<file path="src/rtl/assert_macros.svh">
// -----------------------------------------------------------------------------
// Assertion macros
// Shared concurrent assertion wrappers; they compile away when SYNTH is set.
// -----------------------------------------------------------------------------
`ifndef ASSERT_MACROS_SVH
`define ASSERT_MACROS_SVH

`ifndef SYNTH
// Clocked assertion that is held off while reset is asserted.
`define ASSERT_CLK(lbl, clk, rst_n, prop, msg) \
    lbl: assert property (@(posedge clk) disable iff (!rst_n) prop) else $error(msg);
// Clocked assertion that also holds during reset.
`define ASSERT_ALWAYS(lbl, clk, prop, msg) \
    lbl: assert property (@(posedge clk) prop) else $error(msg);
`else
`define ASSERT_CLK(lbl, clk, rst_n, prop, msg)
`define ASSERT_ALWAYS(lbl, clk, prop, msg)
`endif

`endif

</file>
<file path="src/rtl/xsf_pkg.sv">
// -----------------------------------------------------------------------------
// XOR sprite framebuffer package
// Shared payload types, mode codes, controller commands and size defaults.
// -----------------------------------------------------------------------------
package xsf_pkg;

    // Default screen geometry and the fixed sprite width.
    localparam int SCREEN_W_DEF = 64;
    localparam int SCREEN_H_DEF = 32;
    localparam int SPRITE_W     = 8;

    // Field widths of the channels.
    localparam int MODE_BITS = 2;
    localparam int COORD_BITS = 8;
    localparam int RIDX_BITS = 4;
    localparam int ROW_OUT_BITS = 64;

    // Operation codes; the unused code behaves as a read.
    localparam logic [MODE_BITS-1:0] MODE_CLEAR = 2'd0;
    localparam logic [MODE_BITS-1:0] MODE_DRAW  = 2'd1;
    localparam logic [MODE_BITS-1:0] MODE_READ  = 2'd2;

    // One command item.
    typedef struct packed {
        logic [MODE_BITS-1:0]  mode;
        logic [COORD_BITS-1:0] start_x;
        logic [COORD_BITS-1:0] start_y;
        logic [RIDX_BITS-1:0]  row_index;
        logic [SPRITE_W-1:0]   row_bits;
    } t_cmd;

    // One result item.
    typedef struct packed {
        logic                    collision;
        logic [ROW_OUT_BITS-1:0] screen_row;
    } t_rsp;

    // Commands from the controller to the datapath.
    typedef struct packed {
        logic load;   // capture the incoming command
        logic rd;     // compute the row address and read the store
        logic upd;    // modify, write back and load the result register
    } t_ctl;

endpackage

</file>
<file path="src/rtl/xsf_stream_if.sv">
// -----------------------------------------------------------------------------
// Valid/ready stream interface
// Carries one payload per transfer; a transfer completes when valid and
// ready are both high at a rising clock edge.
// -----------------------------------------------------------------------------
interface xsf_stream_if #(
    parameter type T = logic
);
    logic valid;
    logic ready;
    T     data;

    modport source (output valid, output data, input ready);
    modport sink   (input valid, input data, output ready);
endinterface

</file>
<file path="src/rtl/xsf_ctrl.sv">
// -----------------------------------------------------------------------------
// XOR sprite framebuffer controller
// Sequences capture, store read and update for one command at a time and
// owns the result valid flag.
// -----------------------------------------------------------------------------
`include "assert_macros.svh"

module xsf_ctrl (
    input  logic          i_clk,
    input  logic          i_rst_n,
    input  logic          i_in_valid,
    output logic          o_in_ready,
    output logic          o_out_valid,
    input  logic          i_out_ready,
    output xsf_pkg::t_ctl o_ctl
);
    import xsf_pkg::*;

    typedef enum logic [1:0] {
        S_IDLE,
        S_RD,
        S_UPD
    } t_state;

    t_state r_state, n_state;
    logic   r_out_valid, n_out_valid;
    logic   upd_go;

    // The update step waits while a previous result has not been taken.
    assign upd_go = (r_state == S_UPD) && (!r_out_valid || i_out_ready);

    // Commands to the datapath.
    always_comb begin
        o_ctl.load = (r_state == S_IDLE) && i_in_valid;
        o_ctl.rd   = (r_state == S_RD);
        o_ctl.upd  = upd_go;
    end

    // Next state and result valid flag.
    always_comb begin
        n_state     = r_state;
        n_out_valid = r_out_valid;
        if (r_out_valid && i_out_ready) begin
            n_out_valid = 1'b0;
        end
        case (r_state)
            S_IDLE: begin
                if (i_in_valid) begin
                    n_state = S_RD;
                end
            end
            S_RD: begin
                n_state = S_UPD;
            end
            S_UPD: begin
                if (upd_go) begin
                    n_state     = S_IDLE;
                    n_out_valid = 1'b1;
                end
            end
            default: begin
                n_state = S_IDLE;
            end
        endcase
    end

    // State and registered outputs.
    always_ff @(posedge i_clk) begin
        if (!i_rst_n) begin
            r_state     <= S_IDLE;
            r_out_valid <= 1'b0;
        end else begin
            r_state     <= n_state;
            r_out_valid <= n_out_valid;
        end
    end

    assign o_in_ready  = (r_state == S_IDLE);
    assign o_out_valid = r_out_valid;

    // An accepted command always goes on to the read step.
    `ASSERT_CLK(a_load_then_rd, i_clk, i_rst_n, o_ctl.load |=> o_ctl.rd, "load not followed by read")
    // A result only disappears once the sink has taken it.
    `ASSERT_CLK(a_out_held, i_clk, i_rst_n, $fell(r_out_valid) |-> $past(i_out_ready), "result dropped before transfer")
    // A new result only appears after an update step.
    `ASSERT_CLK(a_out_from_upd, i_clk, i_rst_n, $rose(r_out_valid) |-> $past(o_ctl.upd), "result without update")
    // At most one command step is active in any cycle.
    `ASSERT_CLK(a_one_step, i_clk, i_rst_n, $onehot0({o_ctl.load, o_ctl.rd, o_ctl.upd}), "overlapping command steps")

endmodule

</file>
<file path="src/rtl/xsf_datapath.sv">
// -----------------------------------------------------------------------------
// XOR sprite framebuffer datapath
// Holds the frame store, the row valid bits and the collision flag, builds
// the sprite mask and performs the read-modify-write of one row.
// -----------------------------------------------------------------------------
module xsf_datapath #(
    parameter int SCREEN_W = xsf_pkg::SCREEN_W_DEF,
    parameter int SCREEN_H = xsf_pkg::SCREEN_H_DEF
) (
    input  logic          i_clk,
    input  logic          i_rst_n,
    input  xsf_pkg::t_ctl i_ctl,
    input  xsf_pkg::t_cmd i_cmd,
    output xsf_pkg::t_rsp o_rsp
);
    import xsf_pkg::*;

    localparam int XW = $clog2(SCREEN_W);
    localparam int YW = $clog2(SCREEN_H);

    typedef logic [XW-1:0] t_xtab [256];
    typedef logic [YW-1:0] t_ytab [256];
    typedef logic [YW-1:0] t_rtab [16];

    // Modulo tables, built at elaboration.
    function automatic t_xtab build_xtab();
        t_xtab tab;
        for (int i = 0; i < 256; i++) begin
            tab[i] = XW'(i % SCREEN_W);
        end
        return tab;
    endfunction

    function automatic t_ytab build_ytab();
        t_ytab tab;
        for (int i = 0; i < 256; i++) begin
            tab[i] = YW'(i % SCREEN_H);
        end
        return tab;
    endfunction

    function automatic t_rtab build_rtab();
        t_rtab tab;
        for (int i = 0; i < 16; i++) begin
            tab[i] = YW'(i % SCREEN_H);
        end
        return tab;
    endfunction

    localparam t_xtab XTAB = build_xtab();
    localparam t_ytab YTAB = build_ytab();
    localparam t_rtab RTAB = build_rtab();

    // Frame store and per-row valid bits; an invalid row reads as zero.
    logic [SCREEN_W-1:0] mem [SCREEN_H];
    logic [SCREEN_H-1:0] r_valid;

    t_cmd                r_cmd;
    logic [YW-1:0]       r_row;
    logic [SCREEN_W-1:0] r_sprite;
    logic [SCREEN_W-1:0] r_rd;
    logic                r_hit;
    logic                r_out_collision;
    logic [SCREEN_W-1:0] r_out_row;

    logic [YW:0]         ysum;
    logic [YW-1:0]       n_row;
    logic [SCREEN_W-1:0] n_sprite;
    logic [SCREEN_W-1:0] old_row;
    logic [SCREEN_W-1:0] xor_row;
    logic                n_hit;
    logic [SCREEN_W-1:0] n_out_row;

    // Capture the command on transfer.
    always_ff @(posedge i_clk) begin
        if (i_ctl.load) begin
            r_cmd <= i_cmd;
        end
    end

    // Target row: for a draw, origin row plus sprite row, wrapped to the screen height; otherwise the origin row.
    always_comb begin
        ysum = {1'b0, YTAB[r_cmd.start_y]} + {1'b0, RTAB[r_cmd.row_index]};
        if (ysum >= (YW+1)'(SCREEN_H)) begin
            ysum = ysum - (YW+1)'(SCREEN_H);
        end
        if (r_cmd.mode == MODE_DRAW) begin
            n_row = ysum[YW-1:0];
        end else begin
            n_row = YTAB[r_cmd.start_y];
        end
    end

    // Sprite mask: bit 7 lands on the origin column, later bits wrap right.
    always_comb begin
        logic [XW:0] csum;
        n_sprite = '0;
        for (int w = 0; w < SPRITE_W; w++) begin
            csum = {1'b0, XTAB[r_cmd.start_x]} + (XW+1)'(w);
            if (csum >= (XW+1)'(SCREEN_W)) begin
                csum = csum - (XW+1)'(SCREEN_W);
            end
            if (r_cmd.row_bits[SPRITE_W-1-w]) begin
                n_sprite[csum[XW-1:0]] = 1'b1;
            end
        end
    end

    // Read step: register address, mask and store data.
    always_ff @(posedge i_clk) begin
        if (i_ctl.rd) begin
            r_row    <= n_row;
            r_sprite <= n_sprite;
            r_rd     <= mem[n_row];
        end
    end

    // Update step: XOR the sprite in on a draw and decide the result.
    always_comb begin
        old_row   = r_valid[r_row] ? r_rd : '0;
        xor_row   = old_row ^ r_sprite;
        n_hit     = r_hit;
        n_out_row = old_row;
        case (r_cmd.mode)
            MODE_CLEAR: begin
                n_out_row = '0;
            end
            MODE_DRAW: begin
                if (r_cmd.row_index == '0) begin
                    n_hit = 1'b0;
                end
                if ((old_row & r_sprite) != '0) begin
                    n_hit = 1'b1;
                end
                n_out_row = xor_row;
            end
            default: begin
                n_out_row = old_row;
            end
        endcase
    end

    // Store write-back.
    always_ff @(posedge i_clk) begin
        if (i_ctl.upd && (r_cmd.mode == MODE_DRAW)) begin
            mem[r_row] <= xor_row;
        end
    end

    // Row valid bits and collision flag.
    always_ff @(posedge i_clk) begin
        if (!i_rst_n) begin
            r_valid <= '0;
            r_hit   <= 1'b0;
        end else if (i_ctl.upd) begin
            r_hit <= n_hit;
            if (r_cmd.mode == MODE_CLEAR) begin
                r_valid <= '0;
            end else if (r_cmd.mode == MODE_DRAW) begin
                r_valid[r_row] <= 1'b1;
            end
        end
    end

    // Result register.
    always_ff @(posedge i_clk) begin
        if (i_ctl.upd) begin
            r_out_collision <= n_hit;
            r_out_row       <= n_out_row;
        end
    end

    assign o_rsp.collision  = r_out_collision;
    assign o_rsp.screen_row = ROW_OUT_BITS'(r_out_row);

endmodule

</file>
<file path="src/rtl/xor_sprite_framebuffer_top.sv">
// -----------------------------------------------------------------------------
// XOR sprite framebuffer top level
// Monochrome framebuffer with clear, XOR sprite-row draw with collision and
// whole-row read.
//
//   Channel  Dir  Payload                                          Role
//   i_cmd    in   mode, start_x, start_y, row_index, row_bits     command
//   o_rsp    out  collision, screen_row                            result
//
// Each command passes through capture, store read (registered read port),
// then update and write-back; the next command is accepted in the cycle after
// the update. Reset clears the row valid bits and the collision flag, so the
// screen reads as blank at once. The result sits in an output register; a new
// command is taken while it waits and only its update step stalls until the
// previous result has been transferred.
// -----------------------------------------------------------------------------
module xor_sprite_framebuffer_top #(
    parameter int SCREEN_W = xsf_pkg::SCREEN_W_DEF,
    parameter int SCREEN_H = xsf_pkg::SCREEN_H_DEF
) (
    input  logic          i_clk,
    input  logic          i_rst_n,
    xsf_stream_if.sink    i_cmd,
    xsf_stream_if.source  o_rsp
);
    import xsf_pkg::*;

    t_ctl ctl;
    logic in_ready;
    logic out_valid;
    t_rsp rsp;

    // Sequencing.
    xsf_ctrl u_ctrl (
        .i_clk       (i_clk),
        .i_rst_n     (i_rst_n),
        .i_in_valid  (i_cmd.valid),
        .o_in_ready  (in_ready),
        .o_out_valid (out_valid),
        .i_out_ready (o_rsp.ready),
        .o_ctl       (ctl)
    );

    // Store and arithmetic.
    xsf_datapath #(
        .SCREEN_W (SCREEN_W),
        .SCREEN_H (SCREEN_H)
    ) u_datapath (
        .i_clk   (i_clk),
        .i_rst_n (i_rst_n),
        .i_ctl   (ctl),
        .i_cmd   (i_cmd.data),
        .o_rsp   (rsp)
    );

    assign i_cmd.ready = in_ready;
    assign o_rsp.valid = out_valid;
    assign o_rsp.data  = rsp;

endmodule

</file>
<file path="src/flat_wrapper.sv">
// flat-port wrapper written by rule: the top's interface ports become plain ports
module xor_sprite_framebuffer_top_flat import xsf_pkg::*;
#(
    parameter int SCREEN_W = xsf_pkg::SCREEN_W_DEF,
    parameter int SCREEN_H = xsf_pkg::SCREEN_H_DEF
)
  (i_clk, i_rst_n, i_cmd_valid, i_cmd_data, i_cmd_ready, o_rsp_valid, o_rsp_data, o_rsp_ready);
  xsf_stream_if #(.T(t_cmd)) i_cmd_i ();
  xsf_stream_if #(.T(t_rsp)) o_rsp_i ();
  input  logic i_clk;
  input  logic i_rst_n;
  input wire logic [$bits(i_cmd_i.valid)-1:0] i_cmd_valid;
  input wire logic [$bits(i_cmd_i.data)-1:0] i_cmd_data;
  output wire logic [$bits(i_cmd_i.ready)-1:0] i_cmd_ready;
  output wire logic [$bits(o_rsp_i.valid)-1:0] o_rsp_valid;
  output wire logic [$bits(o_rsp_i.data)-1:0] o_rsp_data;
  input wire logic [$bits(o_rsp_i.ready)-1:0] o_rsp_ready;
  assign i_cmd_i.valid = i_cmd_valid;
  assign i_cmd_i.data = i_cmd_data;
  assign i_cmd_ready = i_cmd_i.ready;
  assign o_rsp_valid = o_rsp_i.valid;
  assign o_rsp_data = o_rsp_i.data;
  assign o_rsp_i.ready = o_rsp_ready;
  xor_sprite_framebuffer_top #(.SCREEN_W(SCREEN_W), .SCREEN_H(SCREEN_H)) u_core (.i_clk(i_clk), .i_rst_n(i_rst_n), .i_cmd(i_cmd_i), .o_rsp(o_rsp_i));
endmodule
</file>
<file path="config.mk">
export PLATFORM = sky130hd
export DESIGN_NAME = xor_sprite_framebuffer_top_flat
export DESIGN_NICKNAME = d
export VERILOG_FILES = /design/src/rtl/xsf_pkg.sv /design/src/rtl/xsf_stream_if.sv /design/src/rtl/xsf_ctrl.sv /design/src/rtl/xsf_datapath.sv /design/src/rtl/xor_sprite_framebuffer_top.sv /design/src/flat_wrapper.sv
export VERILOG_INCLUDE_DIRS = /design/src /design/src/rtl
export SDC_FILE = /design/constraint.sdc
export NUM_CORES = 2
export LEC_CHECK = 0
export BUFFER_PORTS_ARGS = -buffer_cell sky130_fd_sc_hd__buf_2
export CAP_MARGIN = 10
export CORE_MARGIN = 2
export CORE_UTILIZATION = 35
export CTS_CLUSTER_SIZE = 8
export DETAILED_ROUTE_END_ITERATION = 10
export MAX_ROUTING_LAYER = met4
export SYNTH_ARGS = -nofsm -noshare
export SYNTH_HDL_FRONTEND = slang
export SYNTH_SLANG_ARGS = --single-unit
</file>
<file path="constraint.sdc">
create_clock -name i_clk -period 8.81 [get_ports i_clk]
set_input_delay 0.881 -clock i_clk [delete_from_list [all_inputs] [get_ports i_clk]]
set_output_delay 0.881 -clock i_clk [all_outputs]
set_load 0.02 [all_outputs]
</file>
Yosys cells after proc, flatten, opt, wreduce, memory -nomap -nowiden
Memories as Yosys holds them, arrays and structs flattened. A register that Yosys moved wholly into a read port is not among the register bits.
Index checks and enable logic that the tools add are counted.
Operators by class
  add/sub/neg operators: 17
  $lt $le $gt $ge: 30
  equal/unequal tests: 5
  muxes and demuxes: 59
  bitwise logic cells: 13
  reductions and logical operators: 22
Operator list (count)
  $mux W64: 9
  $or A64 B64 Y64: 7
  $pmux W64 S2: 1
  $and A64 B64 Y64: 1
  $mux W32: 2
  $reduce_bool A64 Y1: 1
  $xor A64 B64 Y64: 1
  $mux W6: 10
  $lt A6 B7 Y1 const B: 8
  $ge A7 B7 Y1 const B: 7
  $demux W1 S6: 8
  $ge A6 B1 Y1 const B: 8
  $sub A6 B1 Y6 const B: 8
  $or A32 B32 Y32: 1
  $mux W5: 6
  $add A6 B3 Y7 const B: 4
  $ge A9 B9 Y1 const B: 2
  $mux W1: 18
  $not A8 Y9: 2
  $add A6 B2 Y7 const B: 2
  $logic_and A1 B1 Y1: 13
  $add A6 B1 Y7 const B: 1
  $ge A6 B7 Y1 const B: 1
  $add A5 B5 Y6: 1
  other kinds (19): 24
Word-level totals
  bits in registers: 200
  RAM bits: 2048
  ROM bits: 2896
  output and inout port bits: 67
  word-level logic and storage cells: 163
  memories kept: 4
Memories
  u_core.u_datapath.mem: depth 32, bits a word 64, rd ports 1, clocked after memory_dff 1, write ports 1, line xsf_datapath.sv:55  | logic [SCREEN_W-1:0] mem [SCREEN_H];
  (no name shown): depth 256, bits a word 6, rd ports 1, clocked after memory_dff 0, write ports 0, line xsf_datapath.sv:99  | csum = {1'b0, XTAB[r_cmd.start_x]} + (XW+1)'(w);
  (no name shown): depth 256, bits a word 5, rd ports 1, clocked after memory_dff 0, write ports 0, line xsf_datapath.sv:90  | n_row = YTAB[r_cmd.start_y];
  (no name shown): depth 16, bits a word 5, rd ports 1, clocked after memory_dff 0, write ports 0, line xsf_datapath.sv:83  | ysum = {1'b0, YTAB[r_cmd.start_y]} + {1'b0, RTAB[r_cmd.row_index]};

Depth between registers and ports, before layout
  depth after elaboration: 25
  mapped depth: 14

Cells and area by module
A second synthesis with hierarchy kept.
Unflattened totals
  cells, all modules: 5218
  area total of the unflattened synthesis: 92366.1 um2
By module, submodules not included
  xsf_datapath: instances 1, cells an instance 5204, area each 92219.7 um2, seq. area each 68856.0 um2
  xsf_ctrl: instances 1, cells an instance 14, area each 146.4 um2, seq. area each 60.1 um2

Worst setup path after synthesis
OpenSTA, ideal clock, no wires.
  path type: register to register
  from: register u_core.u_ctrl.r_state[0]
  to: register u_core.u_datapath.r_rd[0] (read register of u_core.u_datapath.mem) (enable)
  library setup time: 0.644 ns
  data arrival time: 6.232 ns
  path slack: 1.933 ns
  cell stages (with the launch flop): 2
  cells stage by stage: dfxtp_1 -> nor2b_1
Between the ends
  longest elaborated chain between the ends: 1
Ends and longest elaborated chain
  start: declaration: line xsf_ctrl.sv:25  | t_state r_state, n_state;
  start signal: assignment: line xsf_ctrl.sv:73  | r_state <= n_state;
  $eq A2 B1 Y1: line xsf_ctrl.sv:35  | o_ctl.rd = (r_state == S_RD);
  end: declaration: line xsf_datapath.sv:61  | logic [SCREEN_W-1:0] r_rd;
Every way passes these cells.
A chain may end at the register's enable or synchronous reset.

Worst setup path after layout
  from: register u_core.u_datapath.r_row[0]
  to: register u_core.u_datapath.r_hit
Between the ends
  longest elaborated chain between the ends: 7
Ends and longest elaborated chain
  start: declaration: line xsf_datapath.sv:59  | logic [YW-1:0] r_row;
  start signal: assignment: line xsf_datapath.sv:112  | r_row <= n_row;
  $bmux W1 S5: line xsf_datapath.sv:120  | old_row = r_valid[r_row] ? r_rd : '0;
  $mux W1 (not written as such): line xsf_datapath.sv:120
  $mux W64: line xsf_datapath.sv:120
  $and A64 B64 Y64: line xsf_datapath.sv:132  | if ((old_row & r_sprite) != '0) begin
  $reduce_bool A64 Y1: line xsf_datapath.sv:132
  $mux W1: line xsf_datapath.sv:132
  $mux W1: line xsf_datapath.sv:124  | case (r_cmd.mode)
  net u_core.u_datapath.n_hit: line xsf_datapath.sv:71  | logic n_hit;
  end signal: assignment: line xsf_datapath.sv:156  | r_hit <= n_hit;
  end: declaration: line xsf_datapath.sv:62  | logic r_hit;
The timed path passes the listed nets, and every way through them passes these cells. The select of a mux whose other input is x is not followed.

==> out/qor.yml <==
pwr:
  vdd_drop_max_v: 0.0002211
  p_leak_nw: 33.65
  p_per_area_nw_per_um2: 240.9
critical_path:
  worstPathArrival_ns: 6.50
  end_kind: "flop"
  worstReg2RegEnd: "u_core.u_datapath.r_hit"
  endpoint: "u_core.u_datapath.r_hit"
  critPathMaxFanout: 16
  worst-r2r-setup-slack_ns: 3.15
  critPathMaxStageDelay_ns: 0.85
  crit_required_ns: 9.64
  path_cells: "mux4_2 > nor2b_1 > nor4_1 > o2111ai_4 > buf_4 > and2_1 > ha_1 > nor4_1 > buf_4 > nand4_1 > nor4_2 > buf_4 > o21ai_0 > nor2_1 > nor3b_1"
  cpMostUsedCell: "buf_4"
  cpMaxStageDelayCell: "nor4_1"
  r2r-start: "u_core.u_datapath.r_row[0]"
  worstSetupPathType: "reg -> reg"
  worstSetupStartpointType: "flop"
  critPathLaunch: "u_core.u_datapath.r_row[0]"
  r2r_cells: 15
cts:
  path_clk_slew_ns: 0.05
  clockBufferDepth: 4
  cts_setup_buffers: 0
  cts-root-buf: "clkbuf_16"
  hold_buffers: 0
  cts_tree: "yes"
  ctsResizeCount: 0
  clock_latency_ns: 0.95
  clock-sinks: 2307
  cts_buffers: 339
  h-tree-depth: 5
sta:
  timing.fmax_mhz: 176.6
  finClkSkew_ns: 0.06272
  relSlewSlack_pct: 23.64
  rsz0062_at_grt: "false"
  final-max-slew-violation-count: 0
  hold_ws_ns: 0.1178
  tightest_slew_ns: 1.143
  post-route-period-util_pct: 64.29
  hold_viol: 0
  finalSetupViolCount: 0
  finalSetupTns_ns: 0
  min_period_ns: 5.664
yosys:
  synth_xor_xnor_area_share_pct: 0.2883
  synth_seq_cells: 2307
  post_synth_num_cell_types: 70
  synthesis.instances: 4991
  synth_mux_area_share_pct: 11.11
  yosys.area_share.simple_pct: 5.693
  synth_compound_area_share_pct: 5.115
  synthAdderAreaFrac_pct: 1.006
  synthArstFlopShare_pct: 0
  synth_nets: 5098
  synth_top_area_share_pct: 74.48
  yosysSeqAreaShare_pct: 75.26
  synth_edf_count: 2271
  syn_area_per_cell_um2: 18.35
  synth_flop_cell: "edfxtp_1"
  synth_area_um2: 91570
  yosys_warnings: 0
  yosys-top-cells-area: "edfxtp_1 74%, mux4_2 10%, nand2_1 2.0%"
  synth_largest_area_cell: "edfxtp_1"
  synth_top_family_by_area: "multiplexers"
final_layout:
  mostFrequentLayoutCell: "edfxtp_1"
  layout_common_cells: "2271 x edfxtp_1, 480 x nand2_1, 420 x mux4_2"
  layout-drive-gt1-share_pct: 19.95
  area_delta_synth_final_pct: 15.19
  final_nets: 5382
  final_util_pct: 40.58
drt:
  via_per_inst: 5.828
  drt_iter0_markers: 6991
  wirelength_mm: 279.0
  drcViolationCount: 0
  firstDrtPassIters: 8
  ant_nets: 0
  wl_per_cell_um: 31.63
  vias: 51400
die:
  ios: 101
  dieArea_um2: 265700
  core_um2: 259900
  start_util_pct: 35.23
  die_h_um: 515.5
  rows: 187
  die_w_um: 515.5
job:
  cap_violations: 0
global_routing:
  grt_max_degree: 127
  grt_pass1_vias: 50470
  grt_use_total_pct: 21.34
  grt_pass1_wl_mm: 390.1
  antenna_found_initial: 13
  grt_overflow_total: 0
worst_hold_path:
  min-delay-start: "i_cmd_data[21]"
  hold_class: "in -> reg"
place:
  dp_hpwl_mm: 157.2
  routabilityCongestion: 0.9351
  portBuffers: 95
status:
  status: "finished, final reports clean"
==> through the flow <==
| step | instances | area, um2 | total power, mW | setup WS, ns |
|---|---|---|---|---|
| floorplan | 4991 | 91570 | 13.70 | 1.933 |
| global placement | 8430 | 96510 | 14.31 | 2.918 |
| detailed placement | 8430 | 96520 | 14.32 | 3.103 |
| CTS | 8808 | 105400 | 25.59 | 3.094 |
| global route | 8813 | 105500 | 26.15 | 2.919 |
| finish | 8820 | 105500 | 25.41 | 3.146 |
==> flip-flops by register name, indices dropped and copies added (netlist names) <==
| name | flops |
|---|---|
| u_core.u_ctrl.r_state | 2 |
| u_core.u_datapath.r_valid | 32 |
| u_core.u_datapath.r_rd | 64 |
| u_core.u_datapath.r_hit | 1 |
| u_core.u_datapath.r_sprite | 64 |
| u_core.u_ctrl.o_out_valid | 1 |
| u_core.u_datapath.r_cmd | 25 |
| u_core.u_datapath.mem | 2048 |
| u_core.u_datapath.r_out_collision | 1 |
| u_core.u_datapath.r_row | 5 |
| u_core.u_datapath.r_out_row | 64 |
==> where the power goes <==
group          total, mW  switching (mW)  leakage, nW  internal, mW
Combinational       1.95            1.26         8.35         0.694
Clock               11.3            4.33         4.38          6.95
Sequential          12.2          0.0422         20.9          12.1
Total               25.4            5.63         33.6          19.8
==> kinds of logic after synthesis <==
kind of cell / count (synthesis)
adders and majority gates: 73
muxes: 488
DFF: 2307
and+or+nand+nor: 1149
AOI/OAI and AO/OA: 660
buffers and inverters: 286
xor gates and xnor gates: 28
==> per-layer routing <==
| metal | global-route usage (%) | vias to the layer above | wire length (um) |
|---|---|---|---|
| li1 | - | 20930 | - |
| met3 | 3.881 | 501 | 22900 |
| met5 | - | - | 0 |
| met4 | 8.001 | 0 | 10860 |
| met1 | 28.23 | 27380 | 114200 |
| met2 | 32.91 | 2593 | 131100 |
==> how the worst min path moves through the flow <==
stage / to / cells past startpoint / slack, ns
final: u_core.u_datapath.r_cmd[21] / 1 / 0.12
after global placement: u_core.u_datapath.r_valid[10] / 1 / 0.44
after detailed placement: u_core.u_datapath.r_valid[21] / 1 / 0.45
after global routing: u_core.u_datapath.r_cmd[22] / 1 / 0.08
after floorplan: u_core.u_datapath.r_valid[11] / 2 / 0.44
after CTS: u_core.u_datapath.r_cmd[22] / 1 / 0.05
==> critical path, delay by kind of cell, from the launching register on <==
family	cells	cell delay, ns
compound gates	2	0.56
fa+ha+maj	1	0.19
buf+inv	3	0.85
flops	1	0.76
mux	1	0.60
simple gates	8	2.54
==> synthesized netlist by cell type (all sizes together), types with 7 or more instances <==
library cell and n:
nand3 164, a22o 66, o21ai 22, edfxtp 2271
o22ai 287, buf 159, mux4 420, a221oi 66
xor2 12, mux2i 68, nor2b 21, nor3 18
a32oi 13, dfxtp 36, and2 78, nor2 232
a211oi 21, or3 8, nor4 68, a221o 7
ha 72, o31ai 7, and3 16, clkbuf 113
a22oi 9, o22a 14, a31oi 30, or4 7
o21a 17, inv 13, o221ai 28, nand2 488
nand4 19, xnor2 16, o211ai 11, a21oi 40
nand2b 14
==> cell type report <==
class,instances,area (um2)
timing repair buffer,215,1526
inverter,14,78.83
sequential,2307,68920
fill,22980,154500
antenna,12,30.03
tap,3496,4374
multi-input combinational,2398,21620
clock inverter,9,116.4
clock buffer,369,8808
Power figures use the tool's default switching activity.
